File: src/hdl/cll_pkg.sv
package cll_pkg;

    localparam int LEVEL_W       = 18;
    localparam int FRACTION_BITS = 16;
    localparam int CH_W          = 16;
    localparam int STOP_TOTAL    = 11;
    localparam int MAP_TOTAL     = 6;
    localparam int MAP_W         = 3;
    localparam int IDX_W         = $clog2(STOP_TOTAL);
    localparam int T_W           = FRACTION_BITS + 1;
    localparam int SCALED_W      = FRACTION_BITS + IDX_W;
    localparam int WEIGHT_W      = FRACTION_BITS + 1;
    localparam int PROD_W        = CH_W + FRACTION_BITS;
    localparam int SUM_W         = PROD_W + 1;

    typedef struct packed {
        logic [CH_W-1:0] red;
        logic [CH_W-1:0] green;
        logic [CH_W-1:0] blue;
    } t_rgb;

    // position of one item along the map
    typedef struct packed {
        logic [MAP_W-1:0]         map;
        logic [IDX_W-1:0]         idx;
        logic [FRACTION_BITS-1:0] frac;
        logic                     last;
    } t_pos;

    localparam t_rgb STOP_ROM [MAP_TOTAL][STOP_TOTAL] = '{
        '{  // viridis
            '{16'd17498, 16'd319,   16'd21589}, '{16'd18522, 16'd9236,  16'd29984},
            '{16'd16642, 16'd17384, 16'd34733}, '{16'd13550, 16'd24364, 16'd36249},
            '{16'd10723, 16'd30876, 16'd36579}, '{16'd8360,  16'd37156, 16'd36081},
            '{16'd8827,  16'd43164, 16'd33925}, '{16'd17494, 16'd49070, 16'd28873},
            '{16'd31294, 16'd53834, 16'd20853}, '{16'd48588, 16'd57242, 16'd9802},
            '{16'd65094, 16'd59386, 16'd9433}
        },
        '{  // magma
            '{16'd96,    16'd31,    16'd909},   '{16'd5165,  16'd3551,  16'd13872},
            '{16'd15209, 16'd3925,  16'd28685}, '{16'd25584, 16'd6578,  16'd32890},
            '{16'd36064, 16'd10562, 16'd33143}, '{16'd46949, 16'd14089, 16'd31149},
            '{16'd56937, 16'd18857, 16'd26824}, '{16'd63417, 16'd28816, 16'd23581},
            '{16'd65191, 16'd40917, 16'd28010}, '{16'd65253, 16'd53262, 16'd37529},
            '{16'd64688, 16'd64975, 16'd49119}
        },
        '{  // inferno
            '{16'd96,    16'd31,    16'd909},   '{16'd5729,  16'd2920,  16'd14733},
            '{16'd16924, 16'd2528,  16'd26639}, '{16'd27285, 16'd5912,  16'd28373},
            '{16'd37900, 16'd9702,  16'd26503}, '{16'd48214, 16'd14150, 16'd21643},
            '{16'd56689, 16'd20763, 16'd14815}, '{16'd62555, 16'd30720, 16'd6545},
            '{16'd64725, 16'd42292, 16'd2614},  '{16'd63203, 16'd55302, 16'd17917},
            '{16'd64773, 16'd65429, 16'd42266}
        },
        '{  // plasma
            '{16'd3302,  16'd1953,  16'd34601}, '{16'd16687, 16'd910,   16'd40332},
            '{16'd27371, 16'd37,    16'd43148}, '{16'd36880, 16'd3378,  16'd42042},
            '{16'd45406, 16'd10823, 16'd36997}, '{16'd52312, 16'd18363, 16'd30772},
            '{16'd57766, 16'd25725, 16'd25115}, '{16'd62208, 16'd33932, 16'd19377},
            '{16'd64767, 16'd42751, 16'd13852}, '{16'd64792, 16'd53057, 16'd9526},
            '{16'd61605, 16'd63908, 16'd8607}
        },
        '{  // cividis
            '{16'd0,     16'd8855,  16'd19972}, '{16'd2104,  16'd13186, 16'd28887},
            '{16'd13692, 16'd17862, 16'd27840}, '{16'd20290, 16'd22308, 16'd27839},
            '{16'd26307, 16'd26987, 16'd28882}, '{16'd32027, 16'd31806, 16'd30868},
            '{16'd38148, 16'd36613, 16'd30679}, '{16'd44823, 16'd41864, 16'd29114},
            '{16'd51509, 16'd47215, 16'd26189}, '{16'd58774, 16'd53152, 16'd21036},
            '{16'd65257, 16'd59595, 16'd14272}
        },
        '{  // turbo
            '{16'd12449, 16'd4703,  16'd15215}, '{16'd17673, 16'd22858, 16'd52187},
            '{16'd16008, 16'd39936, 16'd65337}, '{16'd6390,  16'd54863, 16'd52653},
            '{16'd18086, 16'd63630, 16'd33851}, '{16'd42180, 16'd64880, 16'd15307},
            '{16'd57889, 16'd56723, 16'd14234}, '{16'd65278, 16'd42125, 16'd12560},
            '{16'd61659, 16'd23309, 16'd4608},  '{16'd50119, 16'd9420,  16'd682},
            '{16'd31431, 16'd1037,  16'd691}
        }
    };

endpackage

File: src/hdl/cll_front.sv
module cll_front (
    input  logic                       i_clk,
    input  logic                       i_rst_n,
    input  logic                       i_valid,
    output logic                       o_ready,
    input  logic [cll_pkg::LEVEL_W-1:0] i_level,
    input  logic [cll_pkg::MAP_W-1:0]   i_map,
    output logic                       o_valid,
    input  logic                       i_ready,
    output cll_pkg::t_pos              o_pos
);
    import cll_pkg::*;

    localparam logic [T_W-1:0] ONE = T_W'(1) << FRACTION_BITS;

    logic                r_v1;
    logic [T_W-1:0]      r_t;
    logic [MAP_W-1:0]    r_map;
    logic [T_W-1:0]      n_t;
    logic                ready1;

    logic                r_v2;
    t_pos                r_pos;
    t_pos                n_pos;
    logic                ready2;
    logic [SCALED_W-1:0] scaled;

    // clamp to [0, 1.0]
    always_comb begin
        if (i_level[LEVEL_W-1]) begin
            n_t = '0;
        end else if (T_W'(i_level[LEVEL_W-2:0]) > ONE) begin
            n_t = ONE;
        end else begin
            n_t = T_W'(i_level[LEVEL_W-2:0]);
        end
    end

    assign ready1  = !r_v1 || ready2;
    assign o_ready = ready1;

    always_ff @(posedge i_clk) begin
        if (!i_rst_n) begin
            r_v1 <= 1'b0;
        end else if (ready1) begin
            r_v1 <= i_valid;
        end
    end

    always_ff @(posedge i_clk) begin
        if (ready1 && i_valid) begin
            r_t   <= n_t;
            r_map <= i_map;
        end
    end

    // scale by the number of stop intervals
    always_comb begin
        scaled     = SCALED_W'(r_t) * SCALED_W'(STOP_TOTAL - 1);
        n_pos.map  = r_map;
        n_pos.idx  = scaled[SCALED_W-1 -: IDX_W];
        n_pos.frac = scaled[FRACTION_BITS-1:0];
        n_pos.last = (scaled[SCALED_W-1 -: IDX_W] >= IDX_W'(STOP_TOTAL - 1));
    end

    assign ready2 = !r_v2 || i_ready;

    always_ff @(posedge i_clk) begin
        if (!i_rst_n) begin
            r_v2 <= 1'b0;
        end else if (ready2) begin
            r_v2 <= r_v1;
        end
    end

    always_ff @(posedge i_clk) begin
        if (ready2 && r_v1) begin
            r_pos <= n_pos;
        end
    end

    assign o_valid = r_v2;
    assign o_pos   = r_pos;

endmodule

File: src/hdl/cll_blend.sv
module cll_blend (
    input  logic          i_clk,
    input  logic          i_rst_n,
    input  logic          i_valid,
    output logic          o_ready,
    input  cll_pkg::t_pos i_pos,
    output logic          o_valid,
    input  logic          i_ready,
    output cll_pkg::t_rgb o_color
);
    import cll_pkg::*;

    localparam logic [WEIGHT_W-1:0] ONE = WEIGHT_W'(1) << FRACTION_BITS;

    logic                     r_v3;
    t_rgb                     r_a;
    t_rgb                     r_b;
    logic [FRACTION_BITS-1:0] r_frac;
    logic                     ready3;
    logic [IDX_W-1:0]         b_idx;

    logic                     r_v4;
    logic [PROD_W-1:0]        r_pa [3];
    logic [PROD_W-1:0]        r_pb [3];
    logic                     ready4;
    logic [WEIGHT_W-1:0]      wa;
    logic [CH_W-1:0]          a_ch [3];
    logic [CH_W-1:0]          b_ch [3];

    logic                     r_v5;
    logic [CH_W-1:0]          r_ch [3];
    logic                     ready5;

    // at full scale both ends of the blend are the last stop
    assign b_idx  = i_pos.last ? i_pos.idx : i_pos.idx + IDX_W'(1);
    assign ready3 = !r_v3 || ready4;
    assign o_ready = ready3;

    always_ff @(posedge i_clk) begin
        if (!i_rst_n) begin
            r_v3 <= 1'b0;
        end else if (ready3) begin
            r_v3 <= i_valid;
        end
    end

    always_ff @(posedge i_clk) begin
        if (ready3 && i_valid) begin
            r_a    <= STOP_ROM[i_pos.map][i_pos.idx];
            r_b    <= STOP_ROM[i_pos.map][b_idx];
            r_frac <= i_pos.frac;
        end
    end

    assign wa      = ONE - WEIGHT_W'(r_frac);
    assign a_ch[0] = r_a.red;
    assign a_ch[1] = r_a.green;
    assign a_ch[2] = r_a.blue;
    assign b_ch[0] = r_b.red;
    assign b_ch[1] = r_b.green;
    assign b_ch[2] = r_b.blue;
    assign ready4  = !r_v4 || ready5;

    always_ff @(posedge i_clk) begin
        if (!i_rst_n) begin
            r_v4 <= 1'b0;
        end else if (ready4) begin
            r_v4 <= r_v3;
        end
    end

    always_ff @(posedge i_clk) begin
        if (ready4 && r_v3) begin
            for (int c = 0; c < 3; c++) begin
                r_pa[c] <= PROD_W'(a_ch[c]) * PROD_W'(wa);
                r_pb[c] <= PROD_W'(b_ch[c]) * PROD_W'(r_frac);
            end
        end
    end

    assign ready5 = !r_v5 || i_ready;

    always_ff @(posedge i_clk) begin
        if (!i_rst_n) begin
            r_v5 <= 1'b0;
        end else if (ready5) begin
            r_v5 <= r_v4;
        end
    end

    // weighted sum, truncated back to a channel
    always_ff @(posedge i_clk) begin
        if (ready5 && r_v4) begin
            for (int c = 0; c < 3; c++) begin
                r_ch[c] <= CH_W'((SUM_W'(r_pa[c]) + SUM_W'(r_pb[c])) >> FRACTION_BITS);
            end
        end
    end

    assign o_valid       = r_v5;
    assign o_color.red   = r_ch[0];
    assign o_color.green = r_ch[1];
    assign o_color.blue  = r_ch[2];

endmodule

File: src/hdl/colormap_lerp_lookup.sv
// Scalar-to-RGB colormap. Each item carries a signed Q2.16 level that is
// clamped to [0, 1.0] and placed along one of six built-in 11-stop maps
// (0 viridis, 1 magma, 2 inferno, 3 plasma, 4 cividis, 5 turbo); the map
// register picks one, and codes 6 and 7 select viridis. Red, green and
// blue come out as unsigned Q0.16, linearly blended between the two
// neighboring stops and truncated. Throughput is one item per clock;
// items pass through the clamp, scale, stop lookup, multiply and sum
// stages, and each stage holds its item while the output stalls.
// The map register resets to 0 and should be written only between items.
module colormap_lerp_lookup (
    input  logic                          i_clk,
    input  logic                          i_rst_n,
    input  logic                          i_cfg_valid,
    output logic                          o_cfg_ready,
    input  logic [cll_pkg::MAP_W-1:0]     i_cfg_data,
    input  logic                          i_valid,
    output logic                          o_ready,
    input  logic signed [cll_pkg::LEVEL_W-1:0] i_level,
    output logic                          o_valid,
    input  logic                          i_ready,
    output logic [cll_pkg::CH_W-1:0]      o_red,
    output logic [cll_pkg::CH_W-1:0]      o_green,
    output logic [cll_pkg::CH_W-1:0]      o_blue
);
    import cll_pkg::*;

    logic [MAP_W-1:0] r_map_select;
    logic [MAP_W-1:0] map_eff;
    logic             front_valid;
    logic             blend_ready;
    t_pos             front_pos;
    t_rgb             color;

    assign o_cfg_ready = 1'b1;

    always_ff @(posedge i_clk) begin
        if (!i_rst_n) begin
            r_map_select <= '0;
        end else if (i_cfg_valid) begin
            r_map_select <= i_cfg_data;
        end
    end

    // unknown map codes fall back to the first map
    assign map_eff = (r_map_select >= MAP_W'(MAP_TOTAL)) ? '0 : r_map_select;

    cll_front u_front (
        .i_clk   (i_clk),
        .i_rst_n (i_rst_n),
        .i_valid (i_valid),
        .o_ready (o_ready),
        .i_level (i_level),
        .i_map   (map_eff),
        .o_valid (front_valid),
        .i_ready (blend_ready),
        .o_pos   (front_pos)
    );

    cll_blend u_blend (
        .i_clk   (i_clk),
        .i_rst_n (i_rst_n),
        .i_valid (front_valid),
        .o_ready (blend_ready),
        .i_pos   (front_pos),
        .o_valid (o_valid),
        .i_ready (i_ready),
        .o_color (color)
    );

    assign o_red   = color.red;
    assign o_green = color.green;
    assign o_blue  = color.blue;

    // an empty output stage means nothing upstream can be blocked
    a_ready_when_drained: assert property (
        @(posedge i_clk) disable iff (!i_rst_n)
        !o_valid |-> o_ready
    ) else $error("input stalled with empty output stage");

    a_stop_in_range: assert property (
        @(posedge i_clk) disable iff (!i_rst_n)
        front_valid |-> (front_pos.idx <= IDX_W'(STOP_TOTAL - 1)) &&
                        (!front_pos.last || (front_pos.frac == '0))
    ) else $error("stop index or fraction out of range");

    a_map_in_range: assert property (
        @(posedge i_clk) disable iff (!i_rst_n)
        front_valid |-> (front_pos.map < MAP_W'(MAP_TOTAL))
    ) else $error("map number out of range in pipeline");

endmodule

File: config.mk
export PLATFORM = sky130hd
export DESIGN_NAME = colormap_lerp_lookup
export DESIGN_NICKNAME = d
export VERILOG_FILES = /design/src/hdl/cll_pkg.sv /design/src/hdl/cll_front.sv /design/src/hdl/cll_blend.sv /design/src/hdl/colormap_lerp_lookup.sv
export SDC_FILE = /design/constraint.sdc
export NUM_CORES = 2
export LEC_CHECK = 0
export ABC_AREA = 1
export BUFFER_PORTS_ARGS = -buffer_cell sky130_fd_sc_hd__buf_2
export CORE_MARGIN = 3
export CORE_UTILIZATION = 41
export DETAILED_ROUTE_END_ITERATION = 8
export HOLD_SLACK_MARGIN = 0.08
export SLEW_MARGIN = 20
export SYNTH_ARGS = -nofsm -noshare
export SYNTH_HDL_FRONTEND = slang
export SYNTH_HIERARCHICAL = 1
export SYNTH_SLANG_ARGS = --single-unit
File: constraint.sdc
create_clock -name i_clk -period 7.75 [get_ports i_clk]
set_input_delay 0 -clock i_clk [delete_from_list [all_inputs] [get_ports i_clk]]
set_output_delay 0 -clock i_clk [all_outputs]
set_load 0.01 [all_outputs]
; ---- Word level (Yosys, flattened, before mapping)
; Memory sizes are Yosys's and may differ from the RTL's.
; Index checks and enable logic that the tools add are counted.
[classes]
n_reduce_logical = 16
n_lt_le_gt_ge = 6
n_div = 0
n_addsub = 5
n_bitwise = 3
eq_ne = 0
n_mul = 7
n_mux = 14
n_shift = 0
[ops]
columns = operator, count
row1 = 528-bit 2-to-1 mux, 2
row2 = 48-bit binary-select mux with 4-bit select, 2
row3 = 48-bit 2-to-1 mux, 4
row4 = 32-bit adder, 3
row5 = 16-bit by 17-bit multiplier with 32-bit output, 3
row6 = 16-bit by 15-bit multiplier with 31-bit output, 3
row7 = "17-bit by 3-bit multiplier with 19-bit output, second input constant", 1
row8 = "17-bit greater-than comparator, second input constant", 1
row9 = 17-bit 2-to-1 mux, 1
row10 = "17-bit by 16-bit subtractor with 17-bit output, first input constant", 1
row11 = "5-bit greater-or-equal comparator, second input constant", 2
row12 = 4-bit inverter with 5-bit output, 2
row13 = "4-bit greater-or-equal comparator, second input constant", 2
row14 = 1-bit logical AND, 5
row15 = 1-bit logical NOT, 5
row16 = 1-bit logical OR, 5
row17 = "4-bit by 1-bit adder with 4-bit output, second input constant", 1
row18 = 1-bit 2-to-1 mux, 4
row19 = 4-bit 2-to-1 mux, 1
row20 = 3-bit inverter with 4-bit output, 1
row21 = "3-bit greater-or-equal comparator, second input constant", 1
row22 = 2-bit OR reduction, 1
[word_totals]
reg_bits = 162
output_inout_bits = 51
romBits = 4224
latch_bits = 0
n_memories = 4
elab_cells = 75
mem_bits_rw = 237
input_bits = 26
[mem_list]
columns = memory, depth, width, read_ports, rd_clocked_by_memory_dff, wr, line
row1 = (name not given), 8, 528, 1, 0, 0, cll_blend.sv:49  ; r_a <= STOP_ROM[i_pos.map][i_pos.idx];
row2 = u_blend.r_pa, 3, 32, 3, 0, 3, cll_blend.sv:23  ; logic [PROD_W-1:0] r_pa [3];
row3 = u_blend.r_pb, 3, 31, 3, 0, 3, cll_blend.sv:24  ; logic [PROD_W-1:0] r_pb [3];
row4 = u_blend.r_ch, 3, 16, 3, 0, 3, cll_blend.sv:31  ; logic [CH_W-1:0] r_ch [3];

; ---- Logic depth before layout (Yosys ltp)
[depth]
depth_word = 7
mapped_depth = 34
depth_no_buf = 32

; ---- Hierarchy
; Netlist, hierarchy kept.
[modules_own_cells]
columns = module, area_each_um2, instances, cells_per_inst, seq_area_each_um2
row1 = cll_blend, 79184.7, 1, 10768, 10630.2
row2 = cll_front, 2707.6, 1, 263, 1331.3
row3 = colormap_lerp_lookup, 150.1, 1, 25, 60.1

; ---- Least setup slack after synthesis
; No wires, ideal clock.
[synth_path]
path_type = register to register
startpoint = reg u_blend/r_frac[0] (netlist name)
endpoint = mem u_blend/r_pa[0][31] (netlist bit) (data pin)
path_buffers = 3
slack_ns = 1.537
required_time_ns = 7.497
stages_incl_launch_ff = 31
arrival_ns = 5.960
setup_ns = 0.253
path_cell_list = edfxtp_1 > buf_2 > inv_2 > ha_1 > nand3_4 > inv_2 > nand3_1 > nor3_1 > or2_2 > buf_2 > buf_4 > nand3_1 > fa_1 > fa_1 > fa_1 > inv_1 > fa_1 > fa_1 > inv_1 > fa_1 > inv_1 > ha_1 > nand2_1 > nor2_1 > nand2_1 > nor3b_1 > nand2_1 > nand3_1 > inv_1 > nand2_1 > nand2_1
[synth_rtl]
columns = item, line
row1 = to (decl), cll_blend.sv:23

==> summary.md <==
| Metric | Value |
|---|---|
| Top-count cell post-synth | `nand2_1` |
| Die area | `206000 µm²` |
| Post-synthesis sequential area ratio | `around 15%` |
| HP Class | `input pin to flop` |
| Core Box Area | `198000 µm²` |
| Worst-path fanout max | `19` |
| Combinational family with the most area after synthesis | `adder cells` |
| Worst r2r src | `u_blend/r_frac[1]$_DFFE_PP_` |
| Fin. Hold Viols | `0` |
| DR WL/cell | `about 22 µm` |
| Maxcap violations | `0` |
| Crit path DAT | `~7.6 ns` |
| Number of port buffers | `75` |
| Clock Sinks | `between 400 and 500` |
| CTS max path bufs | `3` |
| Most frequent cells after synthesis | `nand2_1 (3086), inv_1 (2489), fa_1 (1204)` |
| Multi-input gate area | `58800 µm²` |
| Crit share post-route | `93.0%` |
| DRC viols | `0` |
| Area share of fa/ha/maj cells after synthesis | `around 41%` |
| Final TNS setup | `0 ns` |
| Largest net degree at the start of global routing | `around 130` |
| Main synth FF type | `edfxtp_1` |
| Post-synthesis mux area share | `0%` |
| CP endpoint kind | `flop` |
| GRT overflow | `0` |
| Final setup fails | `0` |
| Pre-CTS WS | `around 0.63 ns` |
| Number of buffers created by CTS | `53` |
| Largest cells by area after synthesis | `fa_1 (29%), edfxtp_1 (14%), nand2_1 (14%)` |
| Synth warn | `6` |
| Tmin final | `roughly 7 ns` |
| Drt first-iter violations | `~6900` |
| Initial antenna violation count | `7` |
| Outcome | `finished, final reports clean` |
| Hold-fix buffers, CTS | `51` |
| Slew HR | `about a quarter` |
| CTS Root Cell | `clkbuf_16` |
| Synthesized Nets | `between 10000 and 15000` |
| CTS tree | `done` |
| Distinct cell type count of the synthesized netlist | `65` |
| Routability Congestion | `about 1` |
| Synth Area in Compound Gates | `5.41%` |
| H-tree depth | `2` |
| DR pass1 iterations | `8` |
| Slew Limit Fails | `0` |
| Post-DP HPWL | `~240000 µm` |
| Cell count after synthesis | `11056` |
| Mapped Area | `between 80000 and 90000 µm²` |
| Tightest Pin Transition | `about 1.1 ns` |
| Post-route ant nets | `0` |
| Min-delay src | `i_cfg_valid` |
| Unrepaired setup endpoints after global routing | `false` |
| Synth Area per Inst | `roughly 7.4 µm²` |
| Largest area contributor in the netlist | `fa_1` |
| Initial core utilization | `between 40% and 50%` |
| Share of cells above drive strength 1 | `roughly 3.6%` |
| Gr usage total | `roughly 29%` |
| Post-Synth XOR/XNOR Area | `1.31%` |
| Worst-skew pair later-pin latency | `between 0.7 and 0.8 ns` |
| Ys async rst share | `0%` |
| Global-route wire length before repair | `457000 µm` |
| Fillcell total | `between 20000 and 25000` |
| Post-synth EDFFs | `slightly below 400` |
| I/O pins | `77` |
| Element type at the critical path start | `flop` |
| Register area | `~12000 µm²` |
| Number of global-route vias before repair | `about 75000` |
| Via density per instance | `about 5.3` |
| Num rows | `~160` |
| Simple-gate share of the synthesized area | `roughly a quarter` |
| Area Growth Syn to Fin | `6.33%` |
| WHS | `~0.16 ns` |
| FMAX | `0.139 GHz` |
| Die Y | `about 450 µm` |
| Worst setup margin | `0.544 ns` |
| Setup Buffers After CTS | `0` |
| Critical path type | `flop to flop` |
| Layout Nets | `approximately 13000` |
| Via count | `just over 70000` |
| Clock transition at path regs | `0.06 ns` |
| Top cell type's share of synthesized area | `around 29%` |
| Routed wire length | `approximately 300000 µm` |
| Crit. Startpoint | `u_blend/r_frac[1]$_DFFE_PP_` |
| Post-CTS sizing | `0` |
| Die Wd | `approximately 450 µm` |
| Critical Path RT | `8.18 ns` |
| Register bit total from synthesis | `between 400 and 500` |
| Layout Skew | `0.0583 ns` |
## sequential cells by signal, indices dropped and copies added (netlist names), 3 cells and up
signal          cells
u_blend/a_ch       48
u_front/o_pos      23
u_front/r_t        17
u_blend/r_pa       96
u_blend/r_frac     16
u_blend/r_ch       48
r_map_select        3
u_blend/b_ch       48
u_blend/r_pb       96
u_front/r_map       3
## cell families after synthesis
family / count (synthesis)
simple gates: 4803
buf+inv: 2957
fa+ha+maj: 1952
compound gates: 816
flops: 403
xor+xnor: 123
other cells: 2
## layout make-up
class                           instances  share of cell area (%)
Sequential cell                       403                    13.8
Antenna cell                            2                 0.00574
Multi-Input combinational cell       7696                    67.4
Tap cell                             2640                    3.79
Timing Repair Buffer                  244                    2.09
Clock inverter                         35                   0.502
Clock buffer                           65                    1.62
Inverter                             2521                    10.9
## worst max-delay path, stage by stage (launching register included)
cell and delay (ns):
edfxtp_1 0.39, inv_1 0.10, ha_2 0.22, nand3_4 0.13, nor2_8 0.29, nand2_1 0.11, o21ai_1 0.14, nand2_1 0.10
inv_2 0.41, buf_4 0.36, nand2_1 0.12, fa_1 0.57, inv_1 0.05, fa_1 0.55, fa_1 0.44, fa_1 0.46
fa_1 0.49, inv_1 0.05, fa_1 0.48, inv_1 0.04, ha_1 0.39, nand2_1 0.11, nor2_1 0.23, inv_1 0.09
nor3_1 0.25, nand4_1 0.17, nand4_1 0.12, nand2_1 0.06
## cell usage in the layout, fill, tap and decap left out, types with 6 or more instances in the layout
| cell | Yosys | routed |
|---|---|---|
| buf_2 | 83 | 75 |
| a31oi_1 | 8 | 8 |
| o21ai_1 | 20 | 19 |
| buf_4 | 20 | 114 |
| nor3b_1 | 6 | 6 |
| bufinv_16 | 0 | 6 |
| fa_1 | 1204 | 1204 |
| edfxtp_1 | 395 | 395 |
| nand3_1 | 628 | 628 |
| nor2_4 | 13 | 14 |
| o211ai_1 | 36 | 36 |
| ha_1 | 748 | 747 |
| o21bai_1 | 41 | 41 |
| nand3b_1 | 14 | 14 |
| a21o_1 | 13 | 13 |
| dfxtp_1 | 8 | 8 |
| clkbuf_16 | 0 | 53 |
| nor2_2 | 25 | 27 |
| clkbuf_1 | 290 | 8 |
| a21oi_1 | 361 | 359 |
| xor2_1 | 97 | 96 |
| nand2_2 | 12 | 11 |
| xnor2_1 | 26 | 26 |
| nor4_1 | 23 | 23 |
| o22ai_1 | 15 | 15 |
| inv_6 | 0 | 9 |
| nor3_1 | 59 | 59 |
| clkinv_1 | 8 | 12 |
| dlygate4sd3_1 | 0 | 51 |
| o21ai_0 | 293 | 293 |
| nor2_1 | 790 | 787 |
| nand2_1 | 3086 | 3086 |
| nand4_1 | 118 | 118 |
| inv_1 | 2489 | 2486 |
| inv_2 | 23 | 23 |
## path summary, 6_finish.rpt
kind                            slack [ns]                            end  cells after the start
worst max register to register        0.54  u_blend/r_pa[0][86]$_DFFE_PP_                     27
worst min register to register        0.42    u_front/o_pos[22]$_DFFE_PP_                      0
worst max-delay path                  0.54  u_blend/r_pa[0][86]$_DFFE_PP_                     27
worst min-delay path                  0.16   r_map_select[0]$_SDFFE_PN0P_                      4
## per-stage QoR
stage | instances | area [µm²] | util (%)
after detailed placement | 13453 | 84900 | 42.9
after global routing | 13604 | 87200 | 44.0
after floorplan | 11056 | 82000 | -
final | 13606 | 87200 | 44.1
after CTS | 13604 | 87200 | 44.0
after global placement | 13452 | 84800 | 42.8
## per-layer routing
metal | wire length (µm) | track usage (%) | part of all wire, % | vias up
met5 | 45 | 0 | 0.015 | -
met4 | 14300 | 11.8 | 4.8 | 6
met3 | 24000 | 4.73 | 8.0 | 619
met2 | 135000 | 46.7 | 45 | 3277
met1 | 125000 | 39.1 | 42 | 35609
li1 | - | - | - | 33241
Power is not shown: default switching activity piles up to over one toggle a cycle in this logic, so the estimate is an artifact.
